$ cat src/hdl/string_escape_decoder_macros.svh
// Assertion macros shared by the string escape decoder modules.
// The macros expect clk and arst_n to be visible in the module that uses them.
`ifndef STRING_ESCAPE_DECODER_MACROS_SVH
`define STRING_ESCAPE_DECODER_MACROS_SVH

// A property that must hold at every clock edge outside reset.
`define SED_ASSERT(label, prop, msg) \
	label: assert property (@(posedge clk) disable iff (!arst_n) (prop)) else $error(msg);

// An implication checked in the same cycle.
`define SED_ASSERT_IMPLY(label, ante, cons, msg) \
	label: assert property (@(posedge clk) disable iff (!arst_n) (ante) |-> (cons)) \
		else $error(msg);

`endif

$ cat src/hdl/sed_pkg.sv
// Types, constants and helper functions of the string escape decoder.
// Used by sed_decode, sed_outbuf and string_escape_decoder.
package sed_pkg;

	localparam logic [1:0] KIND_CHAR  = 2'd0;
	localparam logic [1:0] KIND_END   = 2'd1;
	localparam logic [1:0] KIND_NLERR = 2'd2;

	localparam logic [7:0] QUOTE_RESET = 8'h22;
	localparam logic [7:0] CH_NL       = 8'h0a;
	localparam logic [7:0] CH_BSL      = 8'h5c;

	typedef enum logic [3:0] {
		MODE_IDLE = 4'b0001,
		MODE_ESC  = 4'b0010,
		MODE_OCT1 = 4'b0100,
		MODE_OCT2 = 4'b1000
	} mode_t;

	typedef struct packed {
		logic [8:0] value;
		logic [1:0] kind;
		logic       last;
	} res_t;

	typedef struct packed {
		logic       v0;
		logic       v1;
		res_t       r0;
		res_t       r1;
		mode_t      nmode;
		logic [5:0] naccum;
	} dec_t;

	typedef struct packed {
		logic valid;
		logic esc;
		res_t res;
	} idle_t;

	function automatic logic is_octal(input logic [7:0] c);
		return c[7:3] == 5'b00110;
	endfunction

	function automatic logic [7:0] map_escape(input logic [7:0] c);
		logic [7:0] v;
		unique case (c)
			8'h6e:   v = 8'h0a;
			8'h74:   v = 8'h09;
			8'h62:   v = 8'h08;
			8'h72:   v = 8'h0d;
			8'h66:   v = 8'h0c;
			8'h61:   v = 8'h07;
			8'h76:   v = 8'h0b;
			8'h7a:   v = 8'h00;
			default: v = c;
		endcase
		return v;
	endfunction

	// Decoding of a character with no escape pending.
	function automatic idle_t decode_idle(input logic [7:0] c, input logic [7:0] quote);
		idle_t d;
		d.valid = 1'b1;
		d.esc = 1'b0;
		d.res.last = 1'b1;
		d.res.value = 9'd0;
		if (c == CH_NL) begin
			d.res.kind = KIND_NLERR;
		end else if (c == CH_BSL) begin
			d.valid = 1'b0;
			d.esc = 1'b1;
			d.res.kind = KIND_CHAR;
		end else if (c == quote) begin
			d.res.kind = KIND_END;
		end else begin
			d.res.kind = KIND_CHAR;
			d.res.value = {1'b0, c};
		end
		return d;
	endfunction

endpackage

$ cat src/hdl/sed_decode.sv
// Combinational decoder: one character and the escape state give up to two results.
// Depends on sed_pkg.
module sed_decode (
	input  logic [7:0]    in_char,
	input  logic [7:0]    quote,
	input  sed_pkg::mode_t mode,
	input  logic [5:0]    accum,
	output sed_pkg::dec_t dec
);
	import sed_pkg::*;

	idle_t      id;
	logic       oct;
	logic [2:0] digit;

	assign id    = decode_idle(in_char, quote);
	assign oct   = is_octal(in_char);
	assign digit = in_char[2:0];

	always_comb begin
		dec.v0 = 1'b0;
		dec.v1 = 1'b0;
		dec.r0 = '{value: 9'd0, kind: KIND_CHAR, last: 1'b1};
		dec.r1 = '{value: 9'd0, kind: KIND_CHAR, last: 1'b1};
		dec.nmode = MODE_IDLE;
		dec.naccum = 6'd0;
		unique case (mode)
			MODE_ESC: begin
				if (oct) begin
					dec.nmode = MODE_OCT1;
					dec.naccum = {3'd0, digit};
				end else if (in_char != CH_NL) begin
					dec.v0 = 1'b1;
					dec.r0.value = {1'b0, map_escape(in_char)};
				end
			end
			MODE_OCT1, MODE_OCT2: begin
				if (oct) begin
					if (mode == MODE_OCT1) begin
						dec.nmode = MODE_OCT2;
						dec.naccum = {accum[2:0], digit};
					end else begin
						dec.v0 = 1'b1;
						dec.r0.value = {accum, digit};
					end
				end else begin
					dec.v0 = 1'b1;
					dec.r0.value = {3'd0, accum};
					dec.r0.last = !id.valid;
					dec.v1 = id.valid;
					dec.r1 = id.res;
					dec.nmode = id.esc ? MODE_ESC : MODE_IDLE;
				end
			end
			default: begin
				dec.v0 = id.valid;
				dec.r0 = id.res;
				dec.nmode = id.esc ? MODE_ESC : MODE_IDLE;
			end
		endcase
	end

endmodule

$ cat src/hdl/sed_outbuf.sv
// Output register with one holding slot for the second result of a character.
// Depends on sed_pkg and string_escape_decoder_macros.svh.
`include "string_escape_decoder_macros.svh"
module sed_outbuf (
	input  logic          clk,
	input  logic          arst_n,
	input  logic          push,
	input  sed_pkg::dec_t dec,
	output logic          ready,
	output logic          m_tvalid,
	input  logic          m_tready,
	output logic [15:0]   m_tdata,  // out_value
	output logic [1:0]    m_tuser,  // out_kind
	output logic          m_tlast
);
	import sed_pkg::*;

	res_t out_q;
	res_t pend_q;
	logic out_valid_q;
	logic pend_valid_q;
	logic load;
	logic drain;

	assign drain = out_valid_q && m_tready;
	assign ready = !pend_valid_q && (!out_valid_q || m_tready);
	assign load  = push && dec.v0;

	always_ff @(posedge clk or negedge arst_n) begin
		if (!arst_n) begin
			out_valid_q  <= 1'b0;
			pend_valid_q <= 1'b0;
		end else if (load) begin
			out_valid_q  <= 1'b1;
			pend_valid_q <= dec.v1;
		end else if (drain) begin
			out_valid_q  <= pend_valid_q;
			pend_valid_q <= 1'b0;
		end
	end

	always_ff @(posedge clk) begin
		if (load) begin
			out_q  <= dec.r0;
			pend_q <= dec.r1;
		end else if (drain && pend_valid_q) begin
			out_q <= pend_q;
		end
	end

	assign m_tvalid = out_valid_q;
	assign m_tdata  = {7'd0, out_q.value};
	assign m_tuser  = out_q.kind;
	assign m_tlast  = out_q.last;

	`SED_ASSERT_IMPLY(a_pend_behind_out, pend_valid_q, out_valid_q, "held result without output")
	`SED_ASSERT_IMPLY(a_marker_zero, out_valid_q && out_q.kind != KIND_CHAR,
		out_q.value == 9'd0, "marker with non-zero value")
	`SED_ASSERT_IMPLY(a_first_not_last, pend_valid_q, !out_q.last, "first of two marked last")

endmodule

$ cat src/hdl/string_escape_decoder.sv
// An input character is registered, then its first result in the output register.
// Throughput: one character per cycle while the output accepts; after a two-result
// character, the next result-giving character waits until the holding slot drains.
// Reset clears the escape state, the octal value and all valid flags at once and loads
// the quote character with a double quote.
// Depends on sed_pkg, sed_decode, sed_outbuf and string_escape_decoder_macros.svh.
`include "string_escape_decoder_macros.svh"
module string_escape_decoder (
	input  logic        clk,
	input  logic        arst_n,
	input  logic        cfg_we,
	input  logic [7:0]  cfg_data,  // quote_char
	input  logic        s_tvalid,
	output logic        s_tready,
	input  logic [7:0]  s_tdata,   // in_char
	output logic        m_tvalid,
	input  logic        m_tready,
	output logic [15:0] m_tdata,   // out_value
	output logic [1:0]  m_tuser,   // out_kind
	output logic        m_tlast
);
	import sed_pkg::*;

	logic [7:0] quote_q;
	mode_t      mode_q;
	logic [5:0] accum_q;
	logic [7:0] char_s1;
	logic       valid_s1;
	logic       ob_ready;
	logic       fire;
	dec_t       dec;

	sed_decode u_decode (
		.in_char (char_s1),
		.quote   (quote_q),
		.mode    (mode_q),
		.accum   (accum_q),
		.dec     (dec)
	);

	assign fire     = valid_s1 && (ob_ready || !dec.v0);
	assign s_tready = !valid_s1 || fire;

	always_ff @(posedge clk or negedge arst_n) begin
		if (!arst_n) begin
			quote_q  <= QUOTE_RESET;
			mode_q   <= MODE_IDLE;
			accum_q  <= 6'd0;
			valid_s1 <= 1'b0;
		end else begin
			if (cfg_we) begin
				quote_q <= cfg_data;
			end
			if (fire) begin
				mode_q  <= dec.nmode;
				accum_q <= dec.naccum;
			end
			if (s_tready) begin
				valid_s1 <= s_tvalid;
			end
		end
	end

	always_ff @(posedge clk) begin
		if (s_tvalid && s_tready) begin
			char_s1 <= s_tdata;
		end
	end

	sed_outbuf u_outbuf (
		.clk      (clk),
		.arst_n   (arst_n),
		.push     (fire),
		.dec      (dec),
		.ready    (ob_ready),
		.m_tvalid (m_tvalid),
		.m_tready (m_tready),
		.m_tdata  (m_tdata),
		.m_tuser  (m_tuser),
		.m_tlast  (m_tlast)
	);

	`SED_ASSERT_IMPLY(a_accum_clear, mode_q == MODE_IDLE || mode_q == MODE_ESC,
		accum_q == 6'd0, "octal value left over outside an octal run")
	`SED_ASSERT_IMPLY(a_second_needs_first, fire && dec.v1, dec.v0, "second result alone")
	`SED_ASSERT(a_kind_range, !m_tvalid || m_tuser != 2'd3, "undefined result kind")

endmodule
$ cat config.mk
export PLATFORM = sky130hd
export DESIGN_NAME = string_escape_decoder
export DESIGN_NICKNAME = d
export VERILOG_FILES = /design/src/hdl/sed_pkg.sv /design/src/hdl/sed_decode.sv /design/src/hdl/sed_outbuf.sv /design/src/hdl/string_escape_decoder.sv
export VERILOG_INCLUDE_DIRS = /design/src /design/src/hdl
export SDC_FILE = /design/constraint.sdc
export NUM_CORES = 1
export LEC_CHECK = 0
export ABC_AREA = 1
export ABC_CLOCK_PERIOD_IN_PS = 3300
export BUFFER_PORTS_ARGS = -buffer_cell sky130_fd_sc_hd__buf_2
export CAP_MARGIN = 20
export CORE_MARGIN = 2
export CORE_UTILIZATION = 60
export CTS_BUF_LIST = sky130_fd_sc_hd__clkbuf_2 sky130_fd_sc_hd__clkbuf_4 sky130_fd_sc_hd__clkbuf_8
export DETAILED_ROUTE_END_ITERATION = 8
export GPL_ROUTABILITY_DRIVEN = 1
export PLACE_DENSITY = 0.94
export SLEW_MARGIN = 40
export SYNTH_ARGS = -nofsm -noshare
export SYNTH_HDL_FRONTEND = slang
export SYNTH_HIERARCHICAL = 1
export SYNTH_SLANG_ARGS = --single-unit
$ cat constraint.sdc
create_clock -name clk -period 3.3 [get_ports clk]
set_clock_uncertainty 0.15 [all_clocks]
set_input_delay 0.33 -clock clk [delete_from_list [all_inputs] [get_ports clk]]
set_output_delay 0.33 -clock clk [all_outputs]
set_load 0.1 [all_outputs]
Word-level counts from Yosys, hierarchy flattened
Cells that the tools add are included.
{"block": "word_totals", "register_bits": 53, "input_bits": 21, "output_inout_bits": 21, "wordCells": 85}
{"block": "classes", "n_eq_ne": 16, "n_mux": 36, "bitwise_logic": 1, "reduce_logical": 19}
{"op": "8-bit by 7-bit equality test with 1-bit output (second input constant)", "count": 9}
{"op": "8-bit one-hot mux with 8 select lines", "count": 1}
{"op": "9-bit two-way mux", "count": 5}
{"op": "12-bit two-way mux", "count": 2}
{"op": "9-bit one-hot mux with 2 select lines", "count": 1}
{"op": "8-bit two-way mux", "count": 2}
{"op": "13-bit two-way mux", "count": 1}
{"op": "1-bit two-way mux", "count": 12}
{"op": "6-bit one-hot mux with 2 select lines", "count": 1}
{"op": "11-bit two-way mux", "count": 1}
{"op": "10-bit two-way mux", "count": 1}
{"op": "2-bit two-way mux", "count": 5}
{"op": "8-bit by 4-bit equality test with 1-bit output (second input constant)", "count": 1}
{"op": "8-bit equality test", "count": 1}
{"op": "8-bit by 4-bit inequality test with 1-bit output (second input constant)", "count": 1}
{"op": "4-bit one-hot mux with 2 select lines", "count": 1}
{"op": "1-bit logical AND", "count": 6}
{"op": "6-bit two-way mux", "count": 1}
{"op": "5-bit by 3-bit equality test with 1-bit output (second input constant)", "count": 1}
{"op": "1-bit logical NOT", "count": 5}
{"op": "4-bit by 2-bit equality test with 1-bit output (second input constant)", "count": 1}
{"op": "4-bit by 3-bit equality test with 1-bit output (second input constant)", "count": 1}
{"op": "4-bit equality test (second input constant)", "count": 1}
{"op": "4-bit two-way mux", "count": 1}
{"op": "6 further kinds", "count": 10}

Depth between registers and ports, before layout
{"block": "depth", "depth_word": 10, "mapped_depth": 17}

By module
Netlist, hierarchy kept.
{"module": "sed_outbuf", "n_inst": 1, "cells_each": 84, "area_per_inst_um2": 1031.0}
{"module": "string_escape_decoder", "n_inst": 1, "cells_each": 93, "area_per_inst_um2": 1018.5}
{"module": "sed_decode", "n_inst": 1, "cells_each": 188, "area_per_inst_um2": 987.2}

Worst setup path before layout
Ideal clock, no wire load.
{"block": "synth_path", "kind": "register to register", "start": "reg mode_q[2]", "end": "reg char_s1[0] (enable)", "arrival_time_ns": 2.493, "slack_ns": 0.379, "path_stages_with_launch": 9, "path_buffers": 0, "period_less_slack_ns": 2.921, "path_cell_list": "dfrtp_1 -> nor3_4 -> nand2_2 -> nor2_4 -> nor2_1 -> nand2_1 -> nand3_1 -> nand2_1 -> inv_1"}
{"item": "from (decl)", "line_no": "string_escape_decoder.sv:25", "text": "mode_t mode_q;"}
{"item": "from (signal assigned)", "line_no": "string_escape_decoder.sv:55", "text": "mode_q <= dec.nmode;"}
{"item": "to (signal assigned)", "line_no": "string_escape_decoder.sv:66", "text": "char_s1 <= s_tdata;"}
{"item": "to (decl)", "line_no": "string_escape_decoder.sv:27", "text": "logic [7:0] char_s1;"}

==> results.md <==
Run status:
- The flow ran to the end, and the final reports show no timing, DRC or antenna violations.

Logic synthesis:
- In the post-synthesis netlist, the cell with the most instances is sky130_fd_sc_hd__nand2_1.
- The number of standard cells after synthesis is 365.
- Counting distinct cell types in the post-synthesis netlist gives 29.
- The synthesized design devotes to its leading area cell type 31.6% of total area.
- The largest area contributor in the netlist is sky130_fd_sc_hd__edfxtp_1.
- Counting instances in the post-synthesis netlist gives the leading cell types as 106 x sky130_fd_sc_hd__nand2_1, 42 x sky130_fd_sc_hd__nand3_1, 33 x sky130_fd_sc_hd__nor2_1.
- The synthesized netlist occupies a cell area of 3040 um^2.
- The register area share after synthesis is 49.1%.
- The register bit total from synthesis is 53.
- After synthesis, the cell types taking the most area are sky130_fd_sc_hd__edfxtp_1 32%, sky130_fd_sc_hd__dfrtp_1 15%, sky130_fd_sc_hd__nand2_1 13%, sky130_fd_sc_hd__nand3_1 6.9%, sky130_fd_sc_hd__nor2_1 4.1%.
- The most instantiated flip-flop cell in the synthesis netlist is sky130_fd_sc_hd__edfxtp_1.
- Of all flip-flops after synthesis, the portion carrying an async set or reset was 39.6%.
- The per-instance average area after synthesis is 8.32 um^2.
- The number of enable flip-flop cells after synthesis is 32.
- Yosys printed 6 warnings.

Pwr:
- For this design the static power due to leakage is 1.58 nW.
- The switching part of the total power is 35.6%.
- Internal power comes to 0.00113 W.
- Per report_power, the combinational group accounts for 26.8% of the total.
- For this design the total switching power over the nets is 0.000626 W.
- Of the total power, the clock network draws 26.1%.
- Power spread over the standard cell area amounts to 529 nW/um^2.
- The sequential power share is 47.1%.
- The worst-case IR drop observed on VDD is 0.350 mV.

Floorplan:
- From bottom edge to top edge, the die measures 75.1 um.
- The die footprint is 5650 um^2.
- Pin placement for this block handled 42 I/O pins.
- In this run the core area contains 25 standard-cell rows.
- The region available for standard cell placement spans 4820 um^2.
- The initial core utilization is 63.0%.
- The width of the chip is 75.1 um.

Clocking:
- The later-pin clock latency in the skew report is 310 ps.
- In this run, CTS created clock tree buffers numbering 5.
- The root buffer cell chosen for the clock tree is sky130_fd_sc_hd__clkbuf_8.
- The clock tree from TritonCTS is built.
- In this run the post-CTS setup repair buffer count came out at 0.
- The maximum buffer depth of the clock tree is 2.
- The maximum level of the CTS H-tree is 2.
- The clock drives 53 sinks.
- The clock-pin slew on the worst setup and hold paths is 90 ps.

Worst setup path:
- At the worst endpoint, the required time is 3150 ps.
- The kind of cell with the highest combined delay along the critical path is simple AND/OR/NAND/NOR gates.
- The largest individual stage delay along the critical path comes from the cell sky130_fd_sc_hd__edfxtp_1.
- The critical path goes through inv_2 > nand2_2 > nor2_1 > nand4_1 > inv_1 > nor2_4 > nor2_1 > nand2_1 > nand2_2 > nand2_2 > inv_1 > nand2_2 > nand2_2.
- Data arrives at the worst endpoint at 2840 ps.
- The most repeated library cell on the critical path is sky130_fd_sc_hd__nand2_2.
- The critical path contains buffers and inverters numbering 3 combined.
- By startpoint and endpoint, the worst setup path is classified as register to register.
- The top fanout value on the critical path is 16.
- The largest single stage delay on the critical path is 490 ps.
- The worst setup path is captured at a register.
- The startpoint type of the worst setup path is a register.

Global routing:
- Global routing consumed, over all layers together, 23.8% of the routing resources.
- The initial antenna violation count is 0.
- Summed over all layers, the global routing overflow is 0.
- The first global-routing pass estimated 10100 um of wire.
- The number of global-route vias before repair is 2276.
- Entering global routing, the biggest net connects 26 pins.

Drt:
- The detailed-router iteration count before antenna repair is 5.
- The number of remaining DRC errors is 0.
- For this block, the routed nets add up to 5990 um of wire.
- The number of DRC markers in iteration 0 is 168.
- The via density per instance is 5.34.
- The final routed wire length divided by cell count is 12.8 um.
- The via count is 2489.
- The remaining number of nets flagged by the antenna check after routing is 0.

Placement:
- At the placement stage, the worst setup path has a slack of 195 ps.
- The placed wire-length estimate is 4690 um.
- The placed instances occupy a cell area of 3190 um^2.
- During placement, the flow inserted port buffers numbering 34.
- The global placer's final weighted congestion is 0.920.
- The cell count after placement is 457.

Final layout:
- The synthesis-to-finish area growth is 9.52%.
- The post-route netlist has 20.3% of its cells at a drive strength greater than 1.
- The layout net count is 419.
- The repair_antennas step left the layout with diodes totalling 0.
- Once layout is done, the placed cells without fillers occupy 3330 um^2.
- For this run, the number of standard cells in the final layout without fillers is 466.

Timing:
- The worst path setup slack after routing is 307 ps.
- Setup repair after global routing could not meet its margin everywhere.
- The total count of hold-check failures in the final report was 0.
- Subtracting the final worst setup slack from the clock period gives 2990 ps.
- The final period utilization is 90.7%.
- The total negative slack is 0 ps.
- Derived from the worst setup path, the maximum achievable clock frequency is 334 MHz.
- The count of pins over their slew limit is 0.
- The count of final setup violators is 0.

Flow run:
- The number of max-cap violations is 0.

Worst hold path:
- The tightest min-delay check is of the input pin to register type.
## final timing paths
path                                         from                             to  slack (ps)  cells past startpoint
min in group asynchronous                  arst_n         accum_q[1]$_DFFE_PN0P_         330                      2
min reg2reg                quote_q[1]$_DFFE_PN1P_         quote_q[1]$_DFFE_PN1P_         340                      2
max reg2reg                  char_s1[0]$_DFFE_PP_  u_outbuf/m_tdata[1]$_DFFE_PP_         310                     13
min                                    s_tdata[7]           char_s1[7]$_DFFE_PP_          40                      1
max                          char_s1[0]$_DFFE_PP_  u_outbuf/m_tdata[1]$_DFFE_PP_         310                     13
max in group asynchronous                  arst_n         quote_q[1]$_DFFE_PN1P_        2320                      2
## layout make-up
cell class | instances | area, um^2
Timing Repair Buffer | 39 | 210
Clock inverter | 1 | 30.0
Multi-Input combinational cell | 262 | 1280
Sequential cell | 53 | 1490
Clock buffer | 7 | 90.1
Inverter | 37 | 141
Fill cell | 405 | 1490
Tap cell | 67 | 83.8
## per-layer routing
layer	track usage [%]	routed length, um
met5	0	0
met4	8.77	166
met3	6.02	502
met2	40.4	2900
met1	29.6	2420
## metrics by stage
stage / utilization, % / total power, W / hold slack, ps
CTS: 68.9 / 0.00176 / 38.5
detailed placement: 66.2 / 0.00131 / 155
floorplan: - / 0.00125 / -116
global placement: 66.2 / 0.00130 / 144
finish: 69.0 / 0.00176 / 35.7
global route: 69.0 / 0.00183 / 33.8
## logic make-up after synthesis
kind of cell           share of synthesized area (%)
AO/OA/AOI/OAI                                   4.86
XOR/XNOR                                        2.31
buffers and inverters                           9.60
flip-flops                                      49.1
other                                          0.371
AND/OR/NAND/NOR                                 33.8
## power groups by stage
stage                     Clock, W  Combinational (W)  Sequential, W
after floorplan                  0           0.000219        0.00104
after global placement           0           0.000461       0.000841
after detailed placement         0           0.000469       0.000844
after CTS                 0.000459           0.000470       0.000830
after global routing      0.000488           0.000508       0.000839
final                     0.000459           0.000471       0.000829
## what timing repair did
action	4_1_cts	5_1_grt
hold endpoints to repair	18	0
hold buffers	1	0
resized for setup	0	3
setup endpoints to repair	0	37
## flip-flops by register name, indices dropped and copies added, names as in the netlist, 2 cells and up
signal and count:
u_outbuf/m_tuser 2, accum_q 6, char_s1 8, u_outbuf/pend_q 12, mode_q 4, quote_q 8, u_outbuf/m_tdata 9
## cell usage in the layout (no fill, tap or decap), drive strengths merged, types with 2 or more instances in the layout
cell	n
dfstp	3
o21ai	17
clkbuf	7
and3	2
nand2	120
edfxtp	32
dfrtp	18
nor3	7
xnor2	8
a21oi	2
buf	38
inv	37
nand3	43
nand4	5
conb	9
o211ai	7
nor2	40
## worst reg2reg max path: stages, from the launching register on
cell                       delay [ps]
sky130_fd_sc_hd__edfxtp_1         490
sky130_fd_sc_hd__inv_2            140
sky130_fd_sc_hd__nand2_2           90
sky130_fd_sc_hd__nor2_1           150
sky130_fd_sc_hd__nand4_1          230
sky130_fd_sc_hd__inv_1            180
sky130_fd_sc_hd__nor2_4            70
sky130_fd_sc_hd__nor2_1            80
sky130_fd_sc_hd__nand2_1          120
sky130_fd_sc_hd__nand2_2          190
sky130_fd_sc_hd__nand2_2          170
sky130_fd_sc_hd__inv_1            110
sky130_fd_sc_hd__nand2_2          210
sky130_fd_sc_hd__nand2_2          310
No activity file was read; power rests on OpenSTA's default activity.
